$ cat src/rtl/core/utf16le_to_utf8_transcoder_assert.svh
// Assertion macros for the UTF-16LE to UTF-8 transcoder.
// Needs aclk and aresetn in the scope of every use.
`ifndef UTF16LE_TO_UTF8_TRANSCODER_ASSERT_SVH
`define UTF16LE_TO_UTF8_TRANSCODER_ASSERT_SVH

// same-cycle implication, checked out of reset
`define U16U8_ASSERT_NOW(label, ante, cons, msg) \
    label: assert property (@(posedge aclk) disable iff (!aresetn) (ante) |-> (cons)) \
        else $error(msg);

// next-cycle implication, checked out of reset
`define U16U8_ASSERT_NEXT(label, ante, cons, msg) \
    label: assert property (@(posedge aclk) disable iff (!aresetn) (ante) |=> (cons)) \
        else $error(msg);

`endif

$ cat src/rtl/core/u16u8_pkg.sv
// Shared types, constants and UTF-8 encoding helpers for the transcoder.
// No dependencies.
package u16u8_pkg;

    localparam int CP_W        = 21;
    localparam int QUEUE_DEPTH = 4;
    localparam int QUEUE_PTR_W = 2;

    localparam logic [5:0]      HI_SUR_TAG = 6'b110110;
    localparam logic [5:0]      LO_SUR_TAG = 6'b110111;
    localparam logic [CP_W-1:0] SUPP_BASE  = 21'h10000;

    // one encode job: a code point plus the flags of its final byte
    typedef struct packed {
        logic [CP_W-1:0] cp;
        logic            run_end;
        logic            text_end;
        logic            odd_err;
    } job_t;

    // number of UTF-8 bytes minus one
    function automatic logic [1:0] utf8_last_idx(input logic [CP_W-1:0] cp);
        logic [1:0] n;
        if (cp[CP_W-1:7] == '0) begin
            n = 2'd0;
        end else if (cp[CP_W-1:11] == '0) begin
            n = 2'd1;
        end else if (cp[CP_W-1:16] == '0) begin
            n = 2'd2;
        end else begin
            n = 2'd3;
        end
        return n;
    endfunction

    function automatic logic [7:0] utf8_byte(input logic [CP_W-1:0] cp,
                                             input logic [1:0] last_idx,
                                             input logic [1:0] idx);
        logic [7:0] b;
        b = 8'h00;
        case (last_idx)
            2'd0: b = cp[7:0];
            2'd1: begin
                case (idx)
                    2'd0:    b = {3'b110, cp[10:6]};
                    default: b = {2'b10, cp[5:0]};
                endcase
            end
            2'd2: begin
                case (idx)
                    2'd0:    b = {4'b1110, cp[15:12]};
                    2'd1:    b = {2'b10, cp[11:6]};
                    default: b = {2'b10, cp[5:0]};
                endcase
            end
            default: begin
                case (idx)
                    2'd0:    b = {5'b11110, cp[20:18]};
                    2'd1:    b = {2'b10, cp[17:12]};
                    2'd2:    b = {2'b10, cp[11:6]};
                    default: b = {2'b10, cp[5:0]};
                endcase
            end
        endcase
        return b;
    endfunction

endpackage

$ cat src/rtl/core/u16u8_queue.sv
// Short job queue between the front and back ends of the transcoder.
// Depends on u16u8_pkg.
module u16u8_queue
    import u16u8_pkg::*;
(
    input  logic aclk,
    input  logic aresetn,
    input  logic push,
    input  job_t push_data,
    output logic full,
    input  logic pop,
    output job_t pop_data,
    output logic empty
);

    job_t                   mem_reg [QUEUE_DEPTH];
    logic [QUEUE_PTR_W-1:0] wr_ptr_reg, wr_ptr_next;
    logic [QUEUE_PTR_W-1:0] rd_ptr_reg, rd_ptr_next;
    logic [QUEUE_PTR_W:0]   count_reg, count_next;

    assign full     = (count_reg == (QUEUE_PTR_W+1)'(QUEUE_DEPTH));
    assign empty    = (count_reg == '0);
    assign pop_data = mem_reg[rd_ptr_reg];

    always_comb begin
        wr_ptr_next = wr_ptr_reg;
        rd_ptr_next = rd_ptr_reg;
        count_next  = count_reg;
        if (push) begin
            wr_ptr_next = wr_ptr_reg + 1'b1;
        end
        if (pop) begin
            rd_ptr_next = rd_ptr_reg + 1'b1;
        end
        if (push && !pop) begin
            count_next = count_reg + 1'b1;
        end else if (pop && !push) begin
            count_next = count_reg - 1'b1;
        end
    end

    always_ff @(posedge aclk) begin
        if (!aresetn) begin
            wr_ptr_reg <= '0;
            rd_ptr_reg <= '0;
            count_reg  <= '0;
        end else begin
            wr_ptr_reg <= wr_ptr_next;
            rd_ptr_reg <= rd_ptr_next;
            count_reg  <= count_next;
        end
    end

    always_ff @(posedge aclk) begin
        if (push) begin
            mem_reg[wr_ptr_reg] <= push_data;
        end
    end

endmodule

$ cat src/rtl/core/u16u8_front.sv
// Front end: pairs bytes into UTF-16 units, tracks a held high surrogate and
// emits zero, one or two encode jobs per input word. Depends on u16u8_pkg.
module u16u8_front
    import u16u8_pkg::*;
(
    input  logic       aclk,
    input  logic       aresetn,
    input  logic       in_valid,
    output logic       in_ready,
    input  logic [7:0] in_byte,
    input  logic       in_last,
    output logic       q_push,
    output job_t       q_data,
    input  logic       q_full
);

    logic       phase_reg, phase_next;
    logic [7:0] held_reg, held_next;
    logic [9:0] pend_reg, pend_next;
    logic       pend_valid_reg, pend_valid_next;
    job_t       second_reg, second_next;
    logic       second_valid_reg, second_valid_next;

    logic            acc;
    logic [15:0]     unit;
    logic            is_hi, is_lo;
    logic [CP_W-1:0] rel_cp, new_rel_cp, pair_cp, unit_cp;
    logic [1:0]      n_jobs;
    job_t            j0, j1;

    assign in_ready = !second_valid_reg && !q_full;
    assign acc      = in_valid && in_ready;

    assign unit       = {in_byte, held_reg};
    assign is_hi      = (unit[15:10] == HI_SUR_TAG);
    assign is_lo      = (unit[15:10] == LO_SUR_TAG);
    assign rel_cp     = {5'b0, HI_SUR_TAG, pend_reg};
    assign new_rel_cp = {5'b0, HI_SUR_TAG, unit[9:0]};
    assign pair_cp    = SUPP_BASE + {1'b0, pend_reg, unit[9:0]};
    assign unit_cp    = {5'b0, unit};

    always_comb begin
        phase_next      = phase_reg;
        held_next       = held_reg;
        pend_next       = pend_reg;
        pend_valid_next = pend_valid_reg;
        n_jobs          = 2'd0;
        j0              = '0;
        j1              = '0;
        if (acc) begin
            if (!phase_reg) begin
                if (in_last) begin
                    // odd byte count: single error word, drop everything held
                    n_jobs          = 2'd1;
                    j0              = '{cp: '0, run_end: 1'b1, text_end: 1'b1, odd_err: 1'b1};
                    held_next       = '0;
                    pend_next       = '0;
                    pend_valid_next = 1'b0;
                end else begin
                    held_next  = in_byte;
                    phase_next = 1'b1;
                end
            end else begin
                phase_next = 1'b0;
                held_next  = '0;
                if (pend_valid_reg && is_lo) begin
                    n_jobs          = 2'd1;
                    j0              = '{cp: pair_cp, run_end: 1'b1, text_end: in_last,
                                        odd_err: 1'b0};
                    pend_next       = '0;
                    pend_valid_next = 1'b0;
                end else if (pend_valid_reg) begin
                    j0 = '{cp: rel_cp, run_end: 1'b0, text_end: 1'b0, odd_err: 1'b0};
                    if (is_hi) begin
                        if (in_last) begin
                            n_jobs          = 2'd2;
                            j1              = '{cp: new_rel_cp, run_end: 1'b1,
                                                text_end: 1'b1, odd_err: 1'b0};
                            pend_next       = '0;
                            pend_valid_next = 1'b0;
                        end else begin
                            n_jobs          = 2'd1;
                            j0.run_end      = 1'b1;
                            pend_next       = unit[9:0];
                            pend_valid_next = 1'b1;
                        end
                    end else begin
                        n_jobs          = 2'd2;
                        j1              = '{cp: unit_cp, run_end: 1'b1, text_end: in_last,
                                            odd_err: 1'b0};
                        pend_next       = '0;
                        pend_valid_next = 1'b0;
                    end
                end else if (is_hi) begin
                    if (in_last) begin
                        n_jobs = 2'd1;
                        j0     = '{cp: new_rel_cp, run_end: 1'b1, text_end: 1'b1,
                                   odd_err: 1'b0};
                    end else begin
                        pend_next       = unit[9:0];
                        pend_valid_next = 1'b1;
                    end
                end else begin
                    n_jobs = 2'd1;
                    j0     = '{cp: unit_cp, run_end: 1'b1, text_end: in_last, odd_err: 1'b0};
                end
            end
        end
    end

    // a word that yields two jobs parks the second one here until the queue takes it
    always_comb begin
        second_next       = second_reg;
        second_valid_next = second_valid_reg;
        if (second_valid_reg) begin
            q_push = !q_full;
            q_data = second_reg;
            if (!q_full) begin
                second_valid_next = 1'b0;
            end
        end else begin
            q_push = (n_jobs != 2'd0);
            q_data = j0;
            if (n_jobs == 2'd2) begin
                second_next       = j1;
                second_valid_next = 1'b1;
            end
        end
    end

    always_ff @(posedge aclk) begin
        if (!aresetn) begin
            phase_reg        <= 1'b0;
            held_reg         <= '0;
            pend_reg         <= '0;
            pend_valid_reg   <= 1'b0;
            second_valid_reg <= 1'b0;
        end else begin
            phase_reg        <= phase_next;
            held_reg         <= held_next;
            pend_reg         <= pend_next;
            pend_valid_reg   <= pend_valid_next;
            second_valid_reg <= second_valid_next;
        end
    end

    always_ff @(posedge aclk) begin
        second_reg <= second_next;
    end

endmodule

$ cat src/rtl/core/u16u8_back.sv
// Back end: takes encode jobs from the queue and serializes them into UTF-8
// bytes, one per cycle while out_ready is high, through an output register. Depends on u16u8_pkg.
module u16u8_back
    import u16u8_pkg::*;
(
    input  logic       aclk,
    input  logic       aresetn,
    input  job_t       q_data,
    input  logic       q_empty,
    output logic       q_pop,
    output logic       out_valid,
    input  logic       out_ready,
    output logic [7:0] out_byte,
    output logic       out_run_end,
    output logic       out_text_end,
    output logic       out_odd_err
);

    job_t       job_reg;
    logic       job_valid_reg, job_valid_next;
    logic [1:0] idx_reg, idx_next;
    logic       ovalid_reg, ovalid_next;
    logic [7:0] obyte_reg;
    logic       orun_reg, otext_reg, oerr_reg;

    logic [1:0] last_idx;
    logic       last_byte;
    logic       out_load;

    assign last_idx  = utf8_last_idx(job_reg.cp);
    assign last_byte = (idx_reg == last_idx);
    assign out_load  = job_valid_reg && (!ovalid_reg || out_ready);
    assign q_pop     = !q_empty && (!job_valid_reg || (out_load && last_byte));

    always_comb begin
        job_valid_next = job_valid_reg;
        idx_next       = idx_reg;
        ovalid_next    = ovalid_reg;
        if (out_ready) begin
            ovalid_next = 1'b0;
        end
        if (out_load) begin
            ovalid_next = 1'b1;
            if (last_byte) begin
                job_valid_next = 1'b0;
                idx_next       = '0;
            end else begin
                idx_next = idx_reg + 1'b1;
            end
        end
        if (q_pop) begin
            job_valid_next = 1'b1;
            idx_next       = '0;
        end
    end

    always_ff @(posedge aclk) begin
        if (!aresetn) begin
            job_valid_reg <= 1'b0;
            idx_reg       <= '0;
            ovalid_reg    <= 1'b0;
        end else begin
            job_valid_reg <= job_valid_next;
            idx_reg       <= idx_next;
            ovalid_reg    <= ovalid_next;
        end
    end

    always_ff @(posedge aclk) begin
        if (q_pop) begin
            job_reg <= q_data;
        end
        if (out_load) begin
            obyte_reg <= utf8_byte(job_reg.cp, last_idx, idx_reg);
            orun_reg  <= last_byte && job_reg.run_end;
            otext_reg <= last_byte && job_reg.text_end;
            oerr_reg  <= last_byte && job_reg.odd_err;
        end
    end

    assign out_valid    = ovalid_reg;
    assign out_byte     = obyte_reg;
    assign out_run_end  = orun_reg;
    assign out_text_end = otext_reg;
    assign out_odd_err  = oerr_reg;

endmodule

$ cat src/rtl/core/utf16le_to_utf8_transcoder.sv
// UTF-16LE to UTF-8 transcoder, top level.
// Uses u16u8_pkg, u16u8_front, u16u8_queue, u16u8_back and the assert header.
// Input stream (s_*): one byte of UTF-16LE text per word, low byte of each code
//   unit first; s_tlast marks the final byte of a text.
// Output stream (m_*): one UTF-8 byte per word. m_tlast marks the last byte of
//   a text, m_tuser[0] the last byte caused by an input word, and m_tuser[1]
//   an error word (data zero) closing a text of odd byte count; the consumer
//   discards that text.
// A high surrogate is held until the next unit: a low surrogate completes a
//   4-byte sequence, anything else (or end of text) releases it as 3 bytes.
// Timing: the front end classifies each unit and writes encode jobs into a
//   four-entry queue; the back end drains one job at a time, one byte per
//   cycle while m_tready is high. A completing input word's first byte passes
//   through the queue, the job register and the output register. Input takes
//   one word per cycle while the queue has room, except for a stall after a
//   word that yields two jobs, until its second job is queued. Sustained rate
//   is set by the output serializer at one UTF-8 byte per cycle, so input
//   slows on common text (three bytes per unit). When m_tready is low the
//   output register holds, the queue fills and then s_tready drops.
//   Synchronous reset clears all held bytes, surrogates and queued jobs.
module utf16le_to_utf8_transcoder
    import u16u8_pkg::*;
(
    input  logic       aclk,
    input  logic       aresetn,
    input  logic       s_tvalid,
    output logic       s_tready,
    input  logic [7:0] s_tdata,   // [7:0] in_byte
    input  logic       s_tlast,   // end_of_text
    output logic       m_tvalid,
    input  logic       m_tready,
    output logic [7:0] m_tdata,   // [7:0] out_byte
    output logic [1:0] m_tuser,   // [0] run_end, [1] odd_length_error
    output logic       m_tlast    // text_end
);

    logic q_push, q_full, q_pop, q_empty;
    job_t q_wdata, q_rdata;

    u16u8_front u_front (
        .aclk     (aclk),
        .aresetn  (aresetn),
        .in_valid (s_tvalid),
        .in_ready (s_tready),
        .in_byte  (s_tdata),
        .in_last  (s_tlast),
        .q_push   (q_push),
        .q_data   (q_wdata),
        .q_full   (q_full)
    );

    u16u8_queue u_queue (
        .aclk      (aclk),
        .aresetn   (aresetn),
        .push      (q_push),
        .push_data (q_wdata),
        .full      (q_full),
        .pop       (q_pop),
        .pop_data  (q_rdata),
        .empty     (q_empty)
    );

    u16u8_back u_back (
        .aclk         (aclk),
        .aresetn      (aresetn),
        .q_data       (q_rdata),
        .q_empty      (q_empty),
        .q_pop        (q_pop),
        .out_valid    (m_tvalid),
        .out_ready    (m_tready),
        .out_byte     (m_tdata),
        .out_run_end  (m_tuser[0]),
        .out_text_end (m_tlast),
        .out_odd_err  (m_tuser[1])
    );

`include "utf16le_to_utf8_transcoder_assert.svh"

    // an error word always closes both its run and its text
`U16U8_ASSERT_NOW(a_err_closes, m_tvalid && m_tuser[1], m_tlast && m_tuser[0], "bad error word")
    // the end of a text is also the end of the run of its last input word
`U16U8_ASSERT_NOW(a_text_end_run, m_tvalid && m_tlast, m_tuser[0], "text end without run end")
    // the front end never writes a full queue
`U16U8_ASSERT_NOW(a_no_overflow, q_push, !q_full, "job queue overflow")
    // the back end never reads an empty queue
`U16U8_ASSERT_NOW(a_no_underflow, q_pop, !q_empty, "job queue underflow")

endmodule
$ cat config.mk
export PLATFORM = sky130hd
export DESIGN_NAME = utf16le_to_utf8_transcoder
export DESIGN_NICKNAME = d
export VERILOG_FILES = /design/src/rtl/core/u16u8_pkg.sv /design/src/rtl/core/u16u8_queue.sv /design/src/rtl/core/u16u8_front.sv /design/src/rtl/core/u16u8_back.sv /design/src/rtl/core/utf16le_to_utf8_transcoder.sv
export VERILOG_INCLUDE_DIRS = /design/src /design/src/rtl/core
export SDC_FILE = /design/constraint.sdc
export NUM_CORES = 1
export LEC_CHECK = 0
export ABC_AREA = 0
export BUFFER_PORTS_ARGS = -buffer_cell sky130_fd_sc_hd__clkbuf_2
export CAP_MARGIN = 10
export CORE_ASPECT_RATIO = 1.2
export CORE_UTILIZATION = 65
export CTS_CLUSTER_SIZE = 24
export DETAILED_ROUTE_END_ITERATION = 12
export PLACE_DENSITY = 0.83
export SKIP_CTS_REPAIR_TIMING = 1
export SYNTH_ARGS = -nofsm -noshare
export SYNTH_HDL_FRONTEND = slang
export SYNTH_SLANG_ARGS = --single-unit
export TNS_END_PERCENT = 100
$ cat constraint.sdc
create_clock -name aclk -period 6.6 [get_ports aclk]
set_input_delay 0.33 -clock aclk [delete_from_list [all_inputs] [get_ports aclk]]
set_output_delay 0.33 -clock aclk [all_outputs]
set_load 0.01 [all_outputs]
==> key figures <==
Cells and area
  – Diode count: 0
  – Final instance area: 8521 um^2
  – Area growth from synthesis to layout: 10.62%
  – Finished Core Util: 73.66%
  – Max reg flops: 96
  – Layout cell share with drive strength beyond 1: 17.14%
  – Filler cell count in the final layout: 693
  – Final #Nets: 582

Timing
  – Setup ws final: roughly 3.1 ns
  – Final Cycle Share: 53.03%
  – Hold Slack: approximately 0.20 ns
  – Total negative setup slack: 0 ns
  – Max Slew Vio Count: 0
  – Final Critical Period: 3.500 ns
  – Hold Vio Cnt, Final: 0
  – Final Setup Violations: 0
  – Skew final: 0.009626 ns
  – Rel. slew slack: 23.60%
  – F_max: 285.7 MHz
  – Worst-margin pin slew: 1.146 ns
  – RSZ-0062 raised after global routing: no

CTS
  – Worst skew pair latency: 0.43 ns
  – # H-tree levels: 4
  – Root Buffer: clkbuf_16
  – Maximum buffer depth of the clock tree: 2
  – CTS Buf Count: 17
  – TritonCTS clock tree: yes
  – Worst-path clk slew: approximately 0.07 ns
  – CTS Sinks: 181

Routing
  – Via count: between 4000 and 5000
  – Routed Antenna Nets: 0
  – Met3 Wirelength: approximately 1100 um
  – Detailed Route Iter0 Violations: 441
  – Post-DR wirelength/cell: between 20 and 25 um
  – DR top layer: met4
  – Met1 wire length: 5919 um
  – DR pass1 iterations: 7
  – Vias per Instance: around 6.5
  – DRC errors left: 0
  – Met2 Wirelength: 8163 um
  – Final WL: between 15000 and 20000 um

Critical path
  – Required time worst endpoint: 6.95 ns
  – CP Class: flip-flop to flip-flop
  – Critical Path AT: 3.85 ns
  – Critical-path maximum fanout: 6
  – Critical Path Start Type: flip-flop
  – CP endpoint kind: flip-flop

Pwr
  – Cell Int Power: 2.193 mW
  – Switching power: 0.9148 mW
  – Combinational power share: 19.3%
  – Clock Power Share: 30.8%
  – Cell leakage power: 2.939 nW
  – Sw Share: 29.43%
  – PD cells: 364.8 nW/um^2
  – Flop pwr share: ~50%
  – Max VDD drop: 0.2290 mV

Placement
  – Placer Congestion: 0.9230
  – Pre-CTS setup slack: approximately 3.2 ns
  – PortBufs: 25
  – Final HPWL DP: 10210 um
  – Dpl cell area: between 7000 and 8000 um^2

Synthesis
  – Number of synthesized register bits: between 150 and 200
  – Top FF cell, synth: edfxtp_1
  – Ys async rst share: 0%
  – Synth Area per Inst: 14.51 um^2
  – Post-synth EDFFs: 149
  – Cell area after synthesis: roughly 7700 um^2
  – Synth unique cells: 60
  – Register area share after synthesis: 66.41%
  – YS warnings: 0
  – Mapped Nets: 560
  – Syn Inst Count: 531

Floorplanning
  – Die Ht: 121.2 um
  – Die Span X: 101.4 um
  – Rows: 43
  – Core area: 11570 um^2
  – Starting Density: 66.59%
  – Full die area: 12290 um^2
  – Io pins: 26

Global routing
  – Vias in the first global route: around 4600
  – First-pass GRT wire length: about 24000 um
  – Largest net degree at the start of global routing: 34
  – Initial antenna violation count: 0
  – GRT Residual Overflow: 0
  – Global Route Usage Sum: 27.77%

Flow run
  – Max-cap violation count: 0

Worst hold path
  – Min-delay worst type: primary input to flip-flop

Run status
  – Status: complete, no violations
[logic make-up (layout without fill, tap and decap cells)]
| kind of cell | count (synthesis) | in the layout | share of synthesized area [%] |
|---|---|---|---|
| AO/OA/AOI/OAI | 114 | 114 | 10.59 |
| multiplexers | 28 | 28 | 7.537 |
| flip-flops | 181 | 181 | 66.41 |
| XOR/XNOR | 5 | 5 | 0.5687 |
| buffers and inverters | 51 | 86 | 2.680 |
| AND/OR/NAND/NOR | 136 | 136 | 9.520 |
| adder cells (fa/ha/maj) | 16 | 16 | 2.697 |
[per-layer routing]
layer,vias up,global-route usage (%)
met5,-,0
met2,250,46.90
met4,0,14.22
li1,2100,-
met3,51,6.164
met1,2294,33.35
[stage by stage]
stage / total power [mW] / cells
2_1_floorplan: 1.968 / 531
3_3_place_gp: 2.115 / 691
3_5_place_dp: 2.155 / 691
4_1_cts: 3.113 / 723
5_1_grt: 3.216 / 723
6_report: 3.108 / 723
[cells in the mapped netlist (3+ instances only)]
cell type | instances | area, um^2
a222oi_1 | 8 | 80.08
nand2_1 | 39 | 146.4
a221oi_1 | 4 | 35.03
nand4_1 | 3 | 18.77
a22o_1 | 12 | 105.1
a21oi_1 | 20 | 100.1
dfxtp_1 | 32 | 640.6
mux2i_1 | 4 | 40.04
a21o_1 | 3 | 22.52
edfxtp_1 | 149 | 4474
a221o_1 | 4 | 40.04
o21ai_0 | 28 | 140.1
inv_1 | 21 | 78.83
nor3b_1 | 4 | 30.03
and2_1 | 28 | 175.2
nor2_1 | 13 | 48.80
or3_1 | 3 | 18.77
clkbuf_1 | 24 | 90.09
ha_1 | 15 | 187.7
mux4_2 | 24 | 540.5
a21boi_0 | 13 | 97.59
o221ai_1 | 5 | 43.79
and4_1 | 3 | 26.28
nand3_1 | 18 | 90.09
nor2b_1 | 3 | 18.77
nor3_1 | 3 | 15.01
and3_1 | 5 | 31.28
xnor2_1 | 3 | 26.28
[worst max-delay path, stage by stage, from the launching register on]
cell      delay (ns)
edfxtp_1        0.42
or4_1           0.53
or2_1           0.27
and3_2          0.24
o31a_4          0.37
o21ai_4         0.17
ha_1            0.22
inv_1           0.08
fa_1            0.44
xor2_1          0.19
or3_1           0.30
a21boi_0        0.18
[cell type report]
type	count	area (um^2)	share of cell area, %
flip-flops and latches	181	5115	60.03
multi-input cells	299	2381	27.94
inverters	22	82.58	0.9692
clock buffers	17	425.4	4.993
repair buffers	32	177.7	2.085
well taps	157	196.4	2.305
clock inverters	15	142.6	1.674
[placed cells by master, fill, tap and decap left out, drive strengths merged, types with 4 or more instances in the layout]
cell type / instances
clkbuf: 42
mux2i: 4
nor2: 13
nand2: 39
buf: 7
nor3b: 4
nand3: 18
a221o: 4
inv: 28
edfxtp: 149
clkinv: 6
o21ai: 30
ha: 15
and3: 6
a21boi: 13
or4: 4
a222oi: 8
mux4: 24
a21oi: 20
a221oi: 4
a22o: 12
and2: 28
o221ai: 5
or3: 4
dfxtp: 32
[power groups by stage]
stage / clock, mW / combinational [mW] / sequential (mW)
2_1_floorplan: 0 / 0.428 / 1.54
3_3_place_gp: 0 / 0.563 / 1.55
3_5_place_dp: 0 / 0.588 / 1.57
4_1_cts: 0.965 / 0.600 / 1.55
5_1_grt: 1.01 / 0.647 / 1.56
6_report: 0.957 / 0.600 / 1.55
[final timing paths]
kind                             from              endpoint  slack [ns]  cells after the start
hold / removal             s_tdata[7]   u_front.held_reg[7]        0.20                      3
setup reg to reg   u_back.job_reg[21]  u_queue.count_reg[2]        3.10                     11
hold reg to reg   u_front.held_reg[1]   u_front.held_reg[1]        0.51                      2
setup / recovery   u_back.job_reg[21]  u_queue.count_reg[2]        3.10                     11
Power figures use the tool's default switching activity.
